## config.mk

```make
export PLATFORM = sky130hd
export DESIGN_NAME = frame_deframer_crc16_crc32
export DESIGN_NICKNAME = d
export VERILOG_FILES = /design/src/rtl/core/fdc_pkg.sv /design/src/rtl/core/fdc_parser.sv /design/src/rtl/core/frame_deframer_crc16_crc32.sv
export SDC_FILE = /design/constraint.sdc
export NUM_CORES = 1
export LEC_CHECK = 0
export BUFFER_PORTS_ARGS = -buffer_cell sky130_fd_sc_hd__buf_2
export CORE_MARGIN = 5
export CORE_UTILIZATION = 56
export DETAILED_ROUTE_END_ITERATION = 8
export PLACE_DENSITY = 0.75
export SLEW_MARGIN = 30
export SYNTH_ARGS = -nofsm -noshare
export SYNTH_HDL_FRONTEND = slang
export SYNTH_SLANG_ARGS = --single-unit
export TNS_END_PERCENT = 5
```

## constraint.sdc

```tcl
create_clock -name clk_i -period 5.38 [get_ports clk_i]
set_clock_uncertainty 0.15 [all_clocks]
set_input_delay 0.538 -clock clk_i [delete_from_list [all_inputs] [get_ports clk_i]]
set_output_delay 0.538 -clock clk_i [all_outputs]
set_load 0.01 [all_outputs]
```

## src/rtl/core/fdc_pkg.sv

```systemverilog
// shared types, codes and reset values for the frame deframer
`timescale 1ns / 1ps
`default_nettype none

package fdc_pkg;

  // register indexes on the configuration port
  localparam logic [1:0] REG_SOF_FIRST   = 2'd0;
  localparam logic [1:0] REG_SOF_SECOND  = 2'd1;
  localparam logic [1:0] REG_MAX_PAYLOAD = 2'd2;

  localparam logic [7:0]  SOF_FIRST_RST   = 8'hA5;
  localparam logic [7:0]  SOF_SECOND_RST  = 8'h5A;
  localparam logic [15:0] MAX_PAYLOAD_RST = 16'd1024;

  typedef enum logic [1:0] {
    ST_NONE    = 2'd0,
    ST_DONE    = 2'd1,
    ST_HDR_ERR = 2'd2,
    ST_CRC_ERR = 2'd3
  } status_e;

  // parser phase
  typedef enum logic [2:0] {
    PH_HUNT,
    PH_SOF,
    PH_HEADER,
    PH_PAYLOAD,
    PH_TRAILER
  } phase_e;

  typedef struct packed {
    logic [7:0]  sof_first;
    logic [7:0]  sof_second;
    logic [15:0] max_payload;
  } cfg_t;

  typedef struct packed {
    status_e     status;
    logic        payload_valid;
    logic [7:0]  payload_byte;
    logic [15:0] payload_index;
    logic [7:0]  frame_version;
    logic [7:0]  frame_command;
    logic [15:0] frame_sequence;
    logic [15:0] frame_len;
  } result_t;

endpackage

`default_nettype wire

```

## src/rtl/core/fdc_parser.sv

```systemverilog
// byte-wise frame parser: marker hunt, header check, payload and trailer crc
`timescale 1ns / 1ps
`default_nettype none

module fdc_parser import fdc_pkg::*; (
  input  wire logic       clk_i,
  input  wire logic       rst_ni,
  input  wire logic       step_i,
  input  wire logic [7:0] byte_i,
  input  wire cfg_t       cfg_i,
  output result_t         res_o
);

  localparam int HdrBytes = 10;
  localparam int WinBytes = HdrBytes - 1;

  // crc-16/ccitt-false, one byte
  function automatic logic [15:0] crc16_byte(input logic [15:0] crc, input logic [7:0] b);
    logic [15:0] c;
    c = crc ^ {b, 8'h00};
    for (int k = 0; k < 8; k++) begin
      c = c[15] ? ((c << 1) ^ 16'h1021) : (c << 1);
    end
    return c;
  endfunction

  // reflected crc-32, one byte
  function automatic logic [31:0] crc32_byte(input logic [31:0] crc, input logic [7:0] b);
    logic [31:0] c;
    c = crc ^ {24'h0, b};
    for (int k = 0; k < 8; k++) begin
      c = c[0] ? ((c >> 1) ^ 32'hEDB88320) : (c >> 1);
    end
    return c;
  endfunction

  phase_e      phase_q, phase_d;
  logic [3:0]  hdr_pos_q, hdr_pos_d;
  logic [15:0] pay_idx_q, pay_idx_d;
  logic [1:0]  lane_q, lane_d;
  logic [31:0] pcrc_q, pcrc_d;
  logic [23:0] trl_q, trl_d;
  logic [7:0]  win_q [WinBytes];
  logic [7:0]  win_d [WinBytes];

  logic [7:0]  w [HdrBytes];
  logic [15:0] len;
  logic [15:0] hcrc;
  logic        hdr_bad;
  logic [HdrBytes-2:1] hit;

  always_comb begin
    for (int j = 0; j < WinBytes; j++) begin
      w[j] = win_q[j];
    end
    w[HdrBytes-1] = byte_i;
    len = {win_q[7], win_q[6]};
    // header crc spans bytes 2..7, all held by the time the tenth byte arrives
    hcrc = 16'hFFFF;
    for (int j = 2; j < 8; j++) begin
      hcrc = crc16_byte(hcrc, win_q[j]);
    end
    hdr_bad = (len > cfg_i.max_payload) || ({byte_i, win_q[8]} != hcrc);
    for (int k = 1; k < HdrBytes - 1; k++) begin
      hit[k] = (w[k] == cfg_i.sof_first) && (w[k+1] == cfg_i.sof_second);
    end
  end

  always_ff @(posedge clk_i or negedge rst_ni) begin
    if (!rst_ni) begin
      phase_q   <= PH_HUNT;
      hdr_pos_q <= '0;
      pay_idx_q <= '0;
      lane_q    <= '0;
      pcrc_q    <= '1;
    end else begin
      phase_q   <= phase_d;
      hdr_pos_q <= hdr_pos_d;
      pay_idx_q <= pay_idx_d;
      lane_q    <= lane_d;
      pcrc_q    <= pcrc_d;
    end
  end

  always_ff @(posedge clk_i) begin
    trl_q <= trl_d;
    for (int j = 0; j < WinBytes; j++) begin
      win_q[j] <= win_d[j];
    end
  end

  always_comb begin
    phase_d   = phase_q;
    hdr_pos_d = hdr_pos_q;
    pay_idx_d = pay_idx_q;
    lane_d    = lane_q;
    pcrc_d    = pcrc_q;
    trl_d     = trl_q;
    for (int j = 0; j < WinBytes; j++) begin
      win_d[j] = win_q[j];
    end
    res_o = '0;

    if (step_i) begin
      case (phase_q)
        PH_HUNT: begin
          if (byte_i == cfg_i.sof_first) begin
            win_d[0] = byte_i;
            phase_d  = PH_SOF;
          end
        end
        PH_SOF: begin
          // a repeated first marker keeps waiting
          if (byte_i == cfg_i.sof_first) begin
            win_d[0] = byte_i;
          end else if (byte_i == cfg_i.sof_second) begin
            win_d[1]  = byte_i;
            hdr_pos_d = 4'd2;
            phase_d   = PH_HEADER;
          end else begin
            phase_d = PH_HUNT;
          end
        end
        PH_HEADER: begin
          for (int j = 0; j < WinBytes; j++) begin
            if (hdr_pos_q == 4'(j)) win_d[j] = byte_i;
          end
          hdr_pos_d = hdr_pos_q + 4'd1;
          if (hdr_pos_q == 4'(HdrBytes - 1)) begin
            if (hdr_bad) begin
              res_o.status = ST_HDR_ERR;
              // resync: earliest marker pair from position 1 moves to the front
              if (w[HdrBytes-1] == cfg_i.sof_first) begin
                win_d[0] = cfg_i.sof_first;
                phase_d  = PH_SOF;
              end else begin
                phase_d = PH_HUNT;
              end
              for (int k = HdrBytes - 2; k >= 1; k--) begin
                if (hit[k]) begin
                  for (int j = 0; j < WinBytes; j++) begin
                    if (j + k < HdrBytes) win_d[j] = w[j+k];
                  end
                  hdr_pos_d = 4'(HdrBytes - k);
                  phase_d   = PH_HEADER;
                end
              end
            end else begin
              pcrc_d    = '1;
              pay_idx_d = '0;
              lane_d    = '0;
              phase_d   = (len == 16'd0) ? PH_TRAILER : PH_PAYLOAD;
            end
          end
        end
        PH_PAYLOAD: begin
          pcrc_d              = crc32_byte(pcrc_q, byte_i);
          res_o.payload_valid = 1'b1;
          res_o.payload_byte  = byte_i;
          res_o.payload_index = pay_idx_q;
          pay_idx_d           = pay_idx_q + 16'd1;
          if (pay_idx_q + 16'd1 == len) phase_d = PH_TRAILER;
        end
        PH_TRAILER: begin
          lane_d = lane_q + 2'd1;
          case (lane_q)
            2'd0:    trl_d[7:0]   = byte_i;
            2'd1:    trl_d[15:8]  = byte_i;
            2'd2:    trl_d[23:16] = byte_i;
            default: begin
              if ({byte_i, trl_q} == ~pcrc_q) begin
                res_o.status         = ST_DONE;
                res_o.frame_version  = win_q[2];
                res_o.frame_command  = win_q[3];
                res_o.frame_sequence = {win_q[5], win_q[4]};
                res_o.frame_len      = len;
              end else begin
                res_o.status = ST_CRC_ERR;
              end
              pcrc_d  = '1;
              phase_d = PH_HUNT;
            end
          endcase
        end
        default: phase_d = PH_HUNT;
      endcase
    end
  end

endmodule

`default_nettype wire

```

## src/rtl/core/frame_deframer_crc16_crc32.sv

```systemverilog
// top level of the frame deframer: config registers, parser and output buffer
`timescale 1ns / 1ps
`default_nettype none

// Takes one received byte per input beat and gives exactly one result beat
// per input beat, in the cycle after it at the earliest. A beat is taken every
// cycle while the output side keeps up: the parser does its whole step
// (marker hunt, header crc-16 over the stored header bytes, resync search,
// per-byte crc-32) between the input port and the output register, and a
// one-beat skid register lets the next byte in while a result waits on a
// stalled output. in_stall_o rises only once both output slots hold results.
// Payload bytes are forwarded as they arrive and stay uncommitted until the
// frame's closing status: frame complete commits them, payload crc error
// means they must be dropped. Header fields are given only with frame
// complete. Registers sit at byte addresses 0 (first marker), 4 (second
// marker) and 8 (largest payload length); change them only while idle.

module frame_deframer_crc16_crc32 import fdc_pkg::*; (
  input  wire logic        clk_i,
  input  wire logic        rst_ni,
  // config port
  input  wire logic        psel,
  input  wire logic        penable,
  input  wire logic        pwrite,
  input  wire logic [3:0]  paddr,
  input  wire logic [31:0] pwdata,
  output logic [31:0]      prdata,
  output logic             pready,
  // byte input
  input  wire logic        in_valid_i,
  output logic             in_stall_o,
  input  wire logic [7:0]  data_byte_i,
  // result output
  output logic             out_valid_o,
  input  wire logic        out_stall_i,
  output logic [1:0]       status_o,
  output logic             payload_valid_o,
  output logic [7:0]       payload_byte_o,
  output logic [15:0]      payload_index_o,
  output logic [7:0]       frame_version_o,
  output logic [7:0]       frame_command_o,
  output logic [15:0]      frame_sequence_o,
  output logic [15:0]      frame_len_o
);

  cfg_t    cfg_q;
  result_t res;
  result_t out_q, skid_q;
  logic    out_vld_q, skid_vld_q;
  logic    in_acc, out_acc, cfg_wr;

  // config registers
  assign pready = 1'b1;
  assign cfg_wr = psel && penable && pwrite;

  always_ff @(posedge clk_i or negedge rst_ni) begin
    if (!rst_ni) begin
      cfg_q.sof_first   <= SOF_FIRST_RST;
      cfg_q.sof_second  <= SOF_SECOND_RST;
      cfg_q.max_payload <= MAX_PAYLOAD_RST;
    end else if (cfg_wr) begin
      case (paddr[3:2])
        REG_SOF_FIRST:   cfg_q.sof_first   <= pwdata[7:0];
        REG_SOF_SECOND:  cfg_q.sof_second  <= pwdata[7:0];
        REG_MAX_PAYLOAD: cfg_q.max_payload <= pwdata[15:0];
        default: ;
      endcase
    end
  end

  always_comb begin
    case (paddr[3:2])
      REG_SOF_FIRST:   prdata = {24'h0, cfg_q.sof_first};
      REG_SOF_SECOND:  prdata = {24'h0, cfg_q.sof_second};
      REG_MAX_PAYLOAD: prdata = {16'h0, cfg_q.max_payload};
      default:         prdata = '0;
    endcase
  end

  // input side only stalls once the skid slot is taken
  assign in_stall_o = skid_vld_q;
  assign in_acc     = in_valid_i && !skid_vld_q;
  assign out_acc    = out_vld_q && !out_stall_i;

  fdc_parser u_parser (
    .clk_i  (clk_i),
    .rst_ni (rst_ni),
    .step_i (in_acc),
    .byte_i (data_byte_i),
    .cfg_i  (cfg_q),
    .res_o  (res)
  );

  // output register plus skid slot
  always_ff @(posedge clk_i or negedge rst_ni) begin
    if (!rst_ni) begin
      out_vld_q  <= 1'b0;
      skid_vld_q <= 1'b0;
    end else begin
      if (!out_vld_q || out_acc) begin
        if (skid_vld_q) begin
          out_vld_q  <= 1'b1;
          skid_vld_q <= 1'b0;
        end else begin
          out_vld_q <= in_acc;
        end
      end else if (in_acc) begin
        skid_vld_q <= 1'b1;
      end
    end
  end

  always_ff @(posedge clk_i) begin
    if (!out_vld_q || out_acc) begin
      if (skid_vld_q) begin
        out_q <= skid_q;
      end else if (in_acc) begin
        out_q <= res;
      end
    end else if (in_acc) begin
      skid_q <= res;
    end
  end

  assign out_valid_o      = out_vld_q;
  assign status_o         = out_q.status;
  assign payload_valid_o  = out_q.payload_valid;
  assign payload_byte_o   = out_q.payload_byte;
  assign payload_index_o  = out_q.payload_index;
  assign frame_version_o  = out_q.frame_version;
  assign frame_command_o  = out_q.frame_command;
  assign frame_sequence_o = out_q.frame_sequence;
  assign frame_len_o      = out_q.frame_len;

  // skid slot is only ever filled behind a held output beat
  a_skid_behind_out: assert property (@(posedge clk_i) disable iff (!rst_ni)
    skid_vld_q |-> out_vld_q)
    else $error("skid slot full while output register empty");

  // a forwarded payload byte never carries a frame status
  a_payload_no_status: assert property (@(posedge clk_i) disable iff (!rst_ni)
    (out_valid_o && payload_valid_o) |-> (status_o == ST_NONE))
    else $error("payload beat carries a status");

  // header fields only come with frame complete
  a_fields_with_done: assert property (@(posedge clk_i) disable iff (!rst_ni)
    (out_valid_o && (status_o != ST_DONE)) |->
      (frame_len_o == 16'd0 && frame_sequence_o == 16'd0))
    else $error("frame fields set without frame complete");

endmodule

`default_nettype wire

```

After elaboration in Yosys (flattened, before gate mapping):

Memories as Yosys holds them, arrays and structs flattened.
Cells that the tools add are included.

* flip-flop bits (word level): 265
* bits in writable memories: 72
* bits of input ports: 51
* output and inout port bits: 110
* memories kept: 1

* add/sub/neg operators: 3
* order comparisons: 1
* equality and inequality tests: 44
* mux-type cells: 139
* bitwise gates (word level): 65
* reduce and logical (&&, ||, !) cells: 43

Memory list
* u_parser.win_q: depth 9, width 8, read ports 9, clocked after memory_dff 0, wr ports 9, line fdc_parser.sv:43 `logic [7:0] win_q [WinBytes];`

Operators with widths (count)
* 13-bit two-way mux: 48
* 32-bit two-way mux: 12
* 72-bit two-way mux: 4
* 48-bit two-way mux: 4
* 75-bit two-way mux: 2
* 3-bit inverter: 48
* 8-bit equality test: 17
* 56-bit two-way mux: 2
* 13-bit inverter with 14-bit output: 8
* 8-bit two-way mux: 13
* 32-bit case mux with 3 select lines: 1
* 16-bit bitwise XOR: 5
* 64-bit two-way mux: 1
* 16-bit two-way mux: 3
* 4-bit two-way mux: 12
* 16-bit case mux with 3 select lines: 1
* 40-bit two-way mux: 1
* 32-bit equality test: 1
* 32-bit inverter: 1
* 16-bit case mux with 2 select lines: 1
* 8-bit case mux with 2 select lines: 2
* 32-bit by 8-bit bitwise XOR with 32-bit output: 1
* 2-bit two-way mux: 15
* 25-bit two-way mux: 1
* other kinds (41): 91

Longest topological paths before layout:

Gate-level depths: netlist of the first run.
An unclocked memory read counts as a cell.

* word-level depth: 110
* gate-level depth with buffers: 17
* gate-level depth less buffers: 14

By module:

From an unflattened synthesis of the first run, not the netlist that was laid out.

* cell total of the unflattened synthesis: 2192
* area, all modules: 22696.8 µm²

Modules (own cells, without submodules)
* fdc_parser: instances 1, cells an instance 1824, area each 15628.7 µm², sequential area each 4108.9 µm²
* frame_deframer_crc16_crc32: instances 1, cells an instance 368, area each 7068.0 µm², sequential area each 5366.4 µm²

Worst setup path before layout of the first run:

OpenSTA, ideal clock, no wires.

* path type: register to register
* start point: reg skid_vld_q (netlist: in_stall_o)
* end point: reg out_q (netlist bit frame_command_o[0]) (enable)
* library setup time: 533 ps
* arrival: 4741 ps
* setup slack: -44 ps
* stages on the path, launching flop included: 5
* period minus slack after synthesis: 5424 ps
* cell sequence: dfrtp_1 > clkbuf_1 > buf_1 > nor2_1 > a21oi_1

* word-level cells in the longest chain between the ends: 4

Ends and longest elaborated chain
* from (decl): line frame_deframer_crc16_crc32.sv:49 `logic out_vld_q, skid_vld_q;`
* from (signal assigned): line frame_deframer_crc16_crc32.sv:98 `skid_vld_q <= 1'b0;`
* from (signal assigned): line frame_deframer_crc16_crc32.sv:103 `skid_vld_q <= 1'b0;`
* from (signal assigned): line frame_deframer_crc16_crc32.sv:108 `skid_vld_q <= 1'b1;`
* 1-bit zero test: line frame_deframer_crc16_crc32.sv:82 `assign in_acc = in_valid_i && !skid_vld_q;`
* 1-bit logical AND: line frame_deframer_crc16_crc32.sv:82
* 2-bit nonzero test (no line) (*)
* 2-bit AND reduction (no line) (*)
* to (signal assigned): line frame_deframer_crc16_crc32.sv:116 `out_q <= skid_q;`
* to (signal assigned): line frame_deframer_crc16_crc32.sv:118 `out_q <= res;`
* to (decl): line frame_deframer_crc16_crc32.sv:48 `result_t out_q, skid_q;`

Mark *: on every way between the ends. The rest lies on a longest branch, timed or not.
A chain may end at the register's enable or synchronous reset.

==> impl_results.rst, run 1 <==
.. list-table::
   :header-rows: 1

   * - Metric
     - Value
   * - Synthesized area divided by synthesized cell count
     - slightly above 10 um^2
   * - Number of max-cap violations
     - 0
   * - CP Buf/Inv Count
     - 2
   * - Area enclosed by the die boundary
     - roughly 0.044 mm^2
   * - Via count
     - between 15000 and 20000
   * - Worst relative slew slack
     - 0.3706
   * - Finish-stage setup viols
     - 0
   * - Initial cell density of the core
     - 0.5697
   * - Number of global-route vias before repair
     - 17430
   * - Synth cell types
     - between 60 and 70
   * - F_max
     - 194.8 MHz
   * - Number of nets with antenna violations after routing
     - 0
   * - Wire length of the first global-routing pass
     - 107700 um
   * - Worst Setup Start Kind
     - flop
   * - Internal Power
     - 6.164 mW
   * - Clock transition at the registers of the reported paths
     - 0.06 ns
   * - Fillcell total
     - around 3100
   * - Total Routing Usage GR
     - 0.3171
   * - CTS Root Cell
     - sky130_fd_sc_hd__clkbuf_16
   * - 1st-iter DRT viols
     - 2072
   * - Number of buffers added by the clock tree synthesis step
     - 38
   * - Slowest stage delay, CP
     - 0.52 ns
   * - Cell with the largest stage delay on the worst path
     - sky130_fd_sc_hd__edfxtp_1
   * - Share of async-settable or async-resettable flops after synthesis
     - 0.2766
   * - Cell depth of the worst hold path
     - 3
   * - Class of the most critical hold timing path
     - input port to flop
   * - Switching Power
     - 3.275 mW
   * - Largest fanout on the critical path
     - 8
   * - Outcome
     - complete, no violations
   * - Pwr Density
     - 382.6 mW/mm^2
   * - Final core occ
     - 0.6340
   * - Dominant register cell in the synthesized netlist
     - sky130_fd_sc_hd__edfxtp_1
   * - Data arrival time of the critical path
     - 5.29 ns
   * - Width of the die
     - 209.0 um
   * - Area growth syn-to-layout
     - 11.27%
   * - Hold wc startpoint
     - pwdata[15]
   * - Count of standard-cell rows
     - 72
   * - Number of antenna violations at the first check in global routing
     - 1
   * - Number of nets in the layout
     - roughly 2300
   * - Instance count of the mapped netlist
     - ~2100
   * - Buffers from clock root to sink, at most
     - 3
   * - Pin count of the biggest net entering global routing
     - 97
   * - Placed instance area
     - 0.02336 mm^2
   * - Total leakage power
     - 10.04 nW
   * - CTS tree
     - yes
   * - Transition time at the pin with the least slew margin
     - 0.9442 ns
   * - Maximum resistive drop on vdd
     - approximately 0.28 mV
   * - Post-detailed-route DRC marker count
     - 0
   * - Number of flops mapped to enable cells by yosys
     - roughly 240
   * - Netlist Area Pre-Place
     - 0.02217 mm^2
   * - Number of synthesized register bits
     - between 300 and 400
   * - Endpoint of the worst-slack reg-to-reg timing path
     - u_parser.win_q[0][68]
   * - Part of the total power dissipated in combinational logic
     - 0.342
   * - DR vias/cell
     - 6.469
   * - Crit path time final
     - approximately 5 ns
   * - Share of final-layout standard cells stronger than drive strength 1
     - 0.1846
   * - Critical path, cell by cell
     - xnor3_1 > xnor2_1 > buf_4 > xnor2_1 > xnor3_2 > xnor2_2 > xor3_1 > or3_1 > a211o_1 > a2111oi_4 > nand2b_4 > o22a_1 > buf_4 > mux2_1
   * - End of the worst hold path
     - cfg_q[15]
   * - Launching point of the worst reg2reg path
     - u_parser.win_q[0][23]
   * - Reg power frac
     - 0.384
   * - Period utilization
     - 0.9541
   * - Count of warnings emitted by yosys
     - 0
   * - Clk network pwr share
     - 0.274
   * - Critical path endpoint category
     - flop
   * - Reg2reg setup slack
     - 0.25 ns
   * - Cell area after layout
     - 0.02467 mm^2
   * - Final wirelength
     - slightly above 70000 um
   * - N_diodes
     - 0
   * - Unrepaired setup endpoints after global routing
     - false
   * - Crit Path Category
     - flop to flop
   * - Global-route congestion overflow total
     - 0
   * - Number of levels in the clock H-tree
     - 2
   * - Later-pin clock latency in the skew report
     - 0.58 ns
   * - Die height
     - 209.0 um
   * - CP required
     - 5.54 ns
   * - Sum of negative setup slack
     - 0 ns
   * - Total half-perimeter wirelength after legalization and detailed placement
     - 46640 um
   * - Number of cells on the worst reg-to-reg path
     - 14
   * - Pre-Repair DR Iteration Count
     - 9
   * - Top-Level Pins
     - 161
   * - Sequential-to-total area share from yosys stat
     - 0.4273
   * - WL per Instance
     - 26.07 um
   * - Max-slew violations
     - 0
   * - Number of hold violations in the final report
     - 0
   * - Switching share of total power
     - 0.3469
   * - Routability congestion estimate
     - 1.017
   * - Kind of cell with the highest combined delay on the critical path
     - XOR/XNOR gates
   * - Clk sinks
     - 329
   * - Floorplan core area
     - 0.03892 mm^2
   * - Port bufs
     - around 130
## registers in the layout (all words and copies together) (netlist names)
name and count:
cfg_q 32, frame_command_o 8, frame_len_o 16, frame_sequence_o 16, frame_version_o 8, in_stall_o 1, out_valid_o 1, payload_byte_o 8
payload_index_o 16, payload_valid_o 1, skid_q 75, status_o 2, u_parser.hdr_pos_q 4, u_parser.lane_q 2, u_parser.pay_idx_q 16, u_parser.pcrc_q 32
u_parser.phase_q 3, u_parser.trl_q 24, u_parser.win_q 64
## worst register-to-register path: stages (launching register included)
cell                        delay (ns)
sky130_fd_sc_hd__edfxtp_1         0.52
sky130_fd_sc_hd__xnor3_1          0.44
sky130_fd_sc_hd__xnor2_1          0.25
sky130_fd_sc_hd__buf_4            0.18
sky130_fd_sc_hd__xnor2_1          0.17
sky130_fd_sc_hd__xnor3_2          0.44
sky130_fd_sc_hd__xnor2_2          0.22
sky130_fd_sc_hd__xor3_1           0.51
sky130_fd_sc_hd__or3_1            0.37
sky130_fd_sc_hd__a211o_1          0.31
sky130_fd_sc_hd__a2111oi_4        0.37
sky130_fd_sc_hd__nand2b_4         0.26
sky130_fd_sc_hd__o22a_1           0.16
sky130_fd_sc_hd__buf_4            0.17
sky130_fd_sc_hd__mux2_1           0.35
## per-layer routing
metal | part of all wire | wire [um] | GRT usage | vias up
met5 | 0 | 0 | 0 | -
met4 | 0.057 | 4043 | 0.1566 | 0
met3 | 0.099 | 7090 | 0.06284 | 257
met2 | 0.44 | 31360 | 0.4836 | 1018
met1 | 0.40 | 28780 | 0.4356 | 8631
li1 | - | - | - | 7780
## power groups by stage
| stage | combinational, mW | clock (mW) | sequential (mW) |
|---|---|---|---|
| after floorplan | 2.62 | 0 | 3.41 |
| after global placement | 3.08 | 0 | 3.64 |
| after detailed placement | 3.15 | 0 | 3.65 |
| after CTS | 3.19 | 2.62 | 3.61 |
| after global routing | 3.48 | 2.74 | 3.65 |
| final | 3.23 | 2.59 | 3.62 |
## cells in the final DEF (no fill, tap or decap), drive strengths merged, types with 17 or more instances in the layout
| cell type | count |
|---|---|
| buf | 226 |
| ha | 25 |
| conb | 17 |
| dfstp | 41 |
| mux2i | 108 |
| nor2 | 123 |
| clkbuf | 48 |
| nand3 | 40 |
| a2bb2oi | 28 |
| mux2 | 60 |
| xor2 | 188 |
| a21oi | 104 |
| nor3 | 28 |
| nor4 | 36 |
| inv | 35 |
| nand2 | 113 |
| xnor2 | 154 |
| nand4 | 24 |
| and2 | 62 |
| and3 | 39 |
| o21ai | 96 |
| dfrtp | 50 |
| edfxtp | 238 |
| xnor3 | 30 |
| a211oi | 104 |
| a22o | 49 |
## cell families (layout without fill, tap and decap cells)
group,count (synthesis),after routing,share of synthesized area
other,2,17,0.0003387
muxes,168,168,0.07923
buffers and inverters,267,328,0.05017
AOI/OAI and AO/OA,466,466,0.1414
adders and majority gates,25,25,0.01411
and+or+nand+nor,505,505,0.1128
DFF,329,329,0.4273
xor gates and xnor gates,378,378,0.1746
## final cells by class
class / count / area, um^2 / share of cell area
Multi-Input combinational cell: 1559 / 11720 / 0.4750
Sequential cell: 329 / 9477 / 0.3841
Inverter: 31 / 116.4 / 0.004716
Clock buffer: 48 / 1049 / 0.04250
Timing Repair Buffer: 227 / 1465 / 0.05938
Clock inverter: 22 / 197.7 / 0.008013
Tap cell: 518 / 648.1 / 0.02627
## repair_timing
| item | CTS | global route |
|---|---|---|
| hold buffers | 1 | 0 |
| hold endpoints to repair | 33 | 0 |
| setup endpoints to repair | 0 | 12 |
| resized for setup | 0 | 2 |
| buffers inserted | 0 | 4 |
## Yosys cell counts, drive strengths merged (3+ instances only)
| cell type | number | area share |
|---|---|---|
| xnor2 | 154 | 0.063 |
| o31ai | 12 | 0.0041 |
| edfxtp | 238 | 0.32 |
| buf | 71 | 0.017 |
| nor3 | 28 | 0.0063 |
| o22a | 5 | 0.0020 |
| nand2b | 9 | 0.0025 |
| a21o | 4 | 0.0014 |
| nand3b | 3 | 0.0010 |
| a311oi | 8 | 0.0032 |
| xor3 | 6 | 0.0064 |
| o21a | 6 | 0.0020 |
| nand4 | 24 | 0.0068 |
| xnor3 | 30 | 0.031 |
| inv | 31 | 0.0052 |
| and4 | 4 | 0.0016 |
| or3 | 6 | 0.0017 |
| nor3b | 3 | 0.0010 |
| nor4 | 36 | 0.010 |
| a31oi | 5 | 0.0017 |
| o211ai | 16 | 0.0054 |
| dfrtp | 50 | 0.056 |
| o21ai | 96 | 0.022 |
| a211oi | 104 | 0.035 |
| dfstp | 41 | 0.049 |
| nand2 | 113 | 0.019 |
| mux2i | 108 | 0.049 |
| clkbuf | 165 | 0.028 |
| and3 | 39 | 0.011 |
| xor2 | 188 | 0.074 |
| and2 | 62 | 0.017 |
| a2bb2oi | 28 | 0.011 |
| nand3 | 40 | 0.0090 |
| a21oi | 104 | 0.023 |
| a22o | 49 | 0.019 |
| mux2 | 60 | 0.030 |
| nor2b | 14 | 0.0039 |
| a211o | 3 | 0.0012 |
| ha | 25 | 0.014 |
| nor2 | 123 | 0.021 |
| o22ai | 11 | 0.0031 |
## worst max path at each step
stage / from / to / slack [ns] / cells after the start
6_report: u_parser.win_q[0][23] / u_parser.win_q[0][68] / 0.25 / 14
5_1_grt: u_parser.win_q[0][23] / u_parser.win_q[0][68] / 0.06 / 14
4_1_cts: u_parser.win_q[0][22] / u_parser.win_q[0][68] / 0.18 / 13
3_5_place_dp: u_parser.win_q[0][22] / u_parser.win_q[0][68] / 0.20 / 13
3_3_place_gp: u_parser.win_q[0][23] / u_parser.win_q[0][65] / 0.28 / 14
2_1_floorplan: u_parser.win_q[0][19] / u_parser.win_q[0][69] / 0.50 / 14
## per-stage QoR
stage | setup WS (ns) | std cells | hold WS [ns] | total power [mW]
floorplan | 0.4953 | 2155 | 0.09241 | 6.033
global placement | 0.2798 | 2658 | 0.3613 | 6.720
detailed placement | 0.2042 | 2659 | 0.3673 | 6.802
CTS | 0.1758 | 2730 | 0.01425 | 9.419
global route | 0.06040 | 2734 | 0.04033 | 9.869
finish | 0.2470 | 2734 | 0.02614 | 9.439
No activity file was read; power rests on OpenSTA's default activity.
==> inputs of run 2 (changes only) <==
Settings changed: BUFFER_PORTS_ARGS -buffer_cell sky130_fd_sc_hd__buf_2 to unset, CORE_UTILIZATION 56 to 59, DONT_BUFFER_PORTS set to 1.
==> run 2 against run 1 <==
  * Via count is 1.7% lower
  * Sequential power is 1% higher
  * Global-route usage is 2.0 points higher
  * Flip-flop and latch count stayed put
  * First-iteration DRC count is 2.8% lower
  * Largest cell class unchanged
  * Largest power group unchanged
  * Highest routed layer unchanged
==> impl_results.rst, run 2 (synthesized netlist as in run 1, its figures left out) <==
.. list-table::
   :header-rows: 1

   * - Metric
     - Value
   * - Wire length of the first global-routing pass
     - 107000 um (-0.59%)
   * - Clock transition at the registers of the reported paths
     - 0.07 ns (about the same)
   * - Number of hold violations in the final report
     - 0 (unchanged)
   * - Leading cell type in the layout, fill and taps excluded
     - sky130_fd_sc_hd__edfxtp_1
   * - Registers with the most flip-flops
     - skid_q x75, u_parser.win_q x64
   * - CP required
     - 5.63 ns (+0.09 ns)
   * - Width of the die
     - 203.9 um (-2.5%)
   * - Number of max-cap violations
     - 0 (unchanged)
   * - Commonest non-fill, non-tap cells in the layout
     - 238 x sky130_fd_sc_hd__edfxtp_1, 186 x sky130_fd_sc_hd__xor2_1, 146 x sky130_fd_sc_hd__xnor2_1, 120 x sky130_fd_sc_hd__nor2_1, 112 x sky130_fd_sc_hd__nand2_1
   * - Critical path, cell by cell
     - xor2_2 > xnor2_1 > xnor3_1 > xnor3_2 > xnor2_2 > xor3_1 > or3_1 > a211o_1 > a2111oi_4 > nand2b_4 > buf_16 > buf_6 > a211oi_1 > a21oi_1
   * - CTS tree
     - yes
   * - Number of nets with antenna violations after routing
     - 0 (unchanged)
   * - Pin count of the biggest net entering global routing
     - 97 (unchanged)
   * - Largest fanout on the critical path
     - 77 (+69)
   * - Switching share of total power
     - 0.3432 (-0.003779)
   * - Share of final-layout standard cells stronger than drive strength 1
     - 0.1289 (-0.05564)
   * - Slowest stage delay, CP
     - 0.57 ns (+0.05 ns)
   * - Register name with the most flops
     - skid_q
   * - Global-route congestion overflow total
     - 0 (unchanged)
   * - Routability congestion estimate
     - 0.9969 (-2.0%)
   * - Clk network pwr share
     - 0.283 (+0.009)
   * - Total half-perimeter wirelength after legalization and detailed placement
     - 45330 um (-2.8%)
   * - WL per Instance
     - 27.37 um (+5.0%)
   * - M1 WL
     - 28180 um (-2.1%)
   * - Fillcell total
     - 2837 (-8.3%)
   * - Worst path setup slack after routing
     - 0.2387 ns (-0.008305 ns)
   * - Unrepaired setup endpoints after global routing
     - false
   * - Total power consumption of the routed design
     - 9.433 mW (about the same)
   * - CTS Root Cell
     - sky130_fd_sc_hd__clkbuf_16
   * - Flip-flop count of the largest register after layout
     - 75 (unchanged)
   * - Final wirelength
     - 71530 um (+0.36%)
   * - Kind of cell with the highest combined delay on the critical path
     - XOR/XNOR gates
   * - Floorplan core area
     - 0.03740 mm^2 (-3.9%)
   * - Class of the most critical hold timing path
     - input port to flop
   * - Count of standard-cell rows
     - 71 (-1.4%)
   * - Number of levels in the clock H-tree
     - 2 (unchanged)
   * - Area enclosed by the die boundary
     - 0.04156 mm^2 (-4.8%)
   * - Met2 wire length
     - 31620 um (+0.83%)
   * - Total Routing Usage GR
     - 0.3375 (+0.02041)
   * - Clk sinks
     - 329 (unchanged)
   * - CP Buf/Inv Count
     - 2 (unchanged)
   * - Finish-stage setup viols
     - 0 (unchanged)
   * - Period utilization
     - 0.9556 (+0.001544)
   * - Worst relative slew slack
     - 0.3351 (-0.03548)
   * - Setup WS pre-CTS
     - 0.1199 ns (-0.08428 ns)
   * - Internal Power
     - 6.196 mW (+0.51%)
   * - Maximum resistive drop on vdd
     - 0.2478 mV (-10%)
   * - Number of buffers added by the clock tree synthesis step
     - 38 (unchanged)
   * - Pre-Repair DR Iteration Count
     - 6 (-3)
   * - Area growth syn-to-layout
     - 9.339%
   * - Via count
     - 17380 (-1.7%)
   * - N_diodes
     - 0 (unchanged)
   * - Initial cell density of the core
     - 0.5929 (+0.02312)
   * - Port bufs
     - 0 (-100%)
   * - Area of combinational cells with multiple inputs
     - 0.01174 mm^2 (+0.13%)
   * - Reg power frac
     - 0.388 (+0.004)
   * - Sum of negative setup slack
     - 0 ns (unchanged)
   * - Critical path endpoint category
     - flop
   * - Outcome
     - complete, no violations
   * - Number of antenna violations at the first check in global routing
     - 0 (-1)
   * - Crit Path Category
     - flop to flop
   * - Part of the total power dissipated in combinational logic
     - 0.328 (-0.014)
   * - DR vias/cell
     - 6.651 (+2.8%)
   * - Die height
     - 203.9 um (-2.5%)
   * - Pwr Density
     - 389.1 mW/mm^2 (+1.7%)
   * - Buffers from clock root to sink, at most
     - 3 (unchanged)
   * - Transition time at the pin with the least slew margin
     - 0.9974 ns (+0.05323 ns)
   * - Area occupied by registers
     - 0.009479 mm^2 (about the same)
   * - 1st-iter DRT viols
     - 2013 (-2.8%)
   * - Met3 wire length
     - 7489 um (+5.6%)
   * - Post-detailed-route DRC marker count
     - 0 (unchanged)
   * - Number of nets in the layout
     - 2148 (-5.0%)
   * - Worst hold-check slack
     - 0.02292 ns (-0.003223 ns)
   * - Crit path time final
     - 5.141 ns (+0.008305 ns)
   * - Total leakage power
     - 9.576 nW (-4.7%)
   * - Number of global-route vias before repair
     - 17040 (-2.2%)
   * - Uppermost layer routed
     - met4
   * - F_max
     - 194.5 MHz (-0.16%)
   * - Cell with the largest stage delay on the worst path
     - sky130_fd_sc_hd__xnor3_1
   * - Max-slew violations
     - 0 (unchanged)
   * - Worst Setup Start Kind
     - flop
   * - Data arrival time of the critical path
     - 5.39 ns (+0.10 ns)
   * - Later-pin clock latency in the skew report
     - 0.58 ns (about the same)
   * - Top-Level Pins
     - 161 (unchanged)
   * - Switching Power
     - 3.237 mW (-1.2%)
-- run 2: power by group through the flow --
stage / Combinational [mW] / Clock, mW / Sequential (mW)
CTS: 3.06 / 2.70 / 3.65
global placement: 2.91 / 0 / 3.68
finish: 3.10 / 2.67 / 3.66
detailed placement: 2.99 / 0 / 3.69
floorplan: 2.62 / 0 / 3.41
global route: 3.36 / 2.82 / 3.69
-- run 2: area by class of cell --
class | count | area share
clock buffer | 48 | 0.04377
clock inverter | 22 | 0.009290
timing repair buffer | 113 | 0.04062
tap | 511 | 0.02637
inverter | 31 | 0.004903
sequential | 329 | 0.3910
multi-input combinational | 1559 | 0.4841
-- run 2: metrics by stage --
step | instance area (um^2) | util | cells
3_3_place_gp | 22590 | 0.6041 | 2515
2_1_floorplan | 22230 | - | 2155
4_1_cts | 24190 | 0.6467 | 2613
5_1_grt | 24240 | 0.6482 | 2613
3_5_place_dp | 22610 | 0.6046 | 2516
6_report | 24240 | 0.6482 | 2613
-- run 2: path summary, 6_finish.rpt --
kind,startpoint,to,slack [ns],cells after the start
max,u_parser.win_q[0][17],u_parser.win_q[0][38],0.24,14
min,data_byte_i[2],u_parser.win_q[0][66],0.02,1
max reg2reg,u_parser.win_q[0][17],u_parser.win_q[0][38],0.24,14
min reg2reg,u_parser.pcrc_q[11],u_parser.pcrc_q[11],0.37,1
max in group asynchronous,rst_ni,u_parser.pcrc_q[24],4.23,2
min in group asynchronous,rst_ni,u_parser.pay_idx_q[6],0.44,2
-- run 2: routing by layer --
metal  up-vias  GRT usage
met2      1061     0.5202
met4         0     0.1597
met5         -          0
met3       311    0.06903
li1       7549          -
met1      8457     0.4612
-- run 2: what timing repair did --
item | in CTS | in global routing
hold buffers | 27 | 0
buffers inserted | 0 | 0
endpoints found under the setup margin | 0 | 28
resized for setup | 0 | 9
hold endpoints to repair | 149 | 0
-- run 2: worst reg2reg max path, stage by stage, from the launching register on --
cell,delay (ns)
sky130_fd_sc_hd__edfxtp_1,0.54
sky130_fd_sc_hd__xor2_2,0.23
sky130_fd_sc_hd__xnor2_1,0.29
sky130_fd_sc_hd__xnor3_1,0.57
sky130_fd_sc_hd__xnor3_2,0.32
sky130_fd_sc_hd__xnor2_2,0.24
sky130_fd_sc_hd__xor3_1,0.51
sky130_fd_sc_hd__or3_1,0.37
sky130_fd_sc_hd__a211o_1,0.31
sky130_fd_sc_hd__a2111oi_4,0.37
sky130_fd_sc_hd__nand2b_4,0.24
sky130_fd_sc_hd__buf_16,0.28
sky130_fd_sc_hd__buf_6,0.33
sky130_fd_sc_hd__a211oi_1,0.07
sky130_fd_sc_hd__a21oi_1,0.18
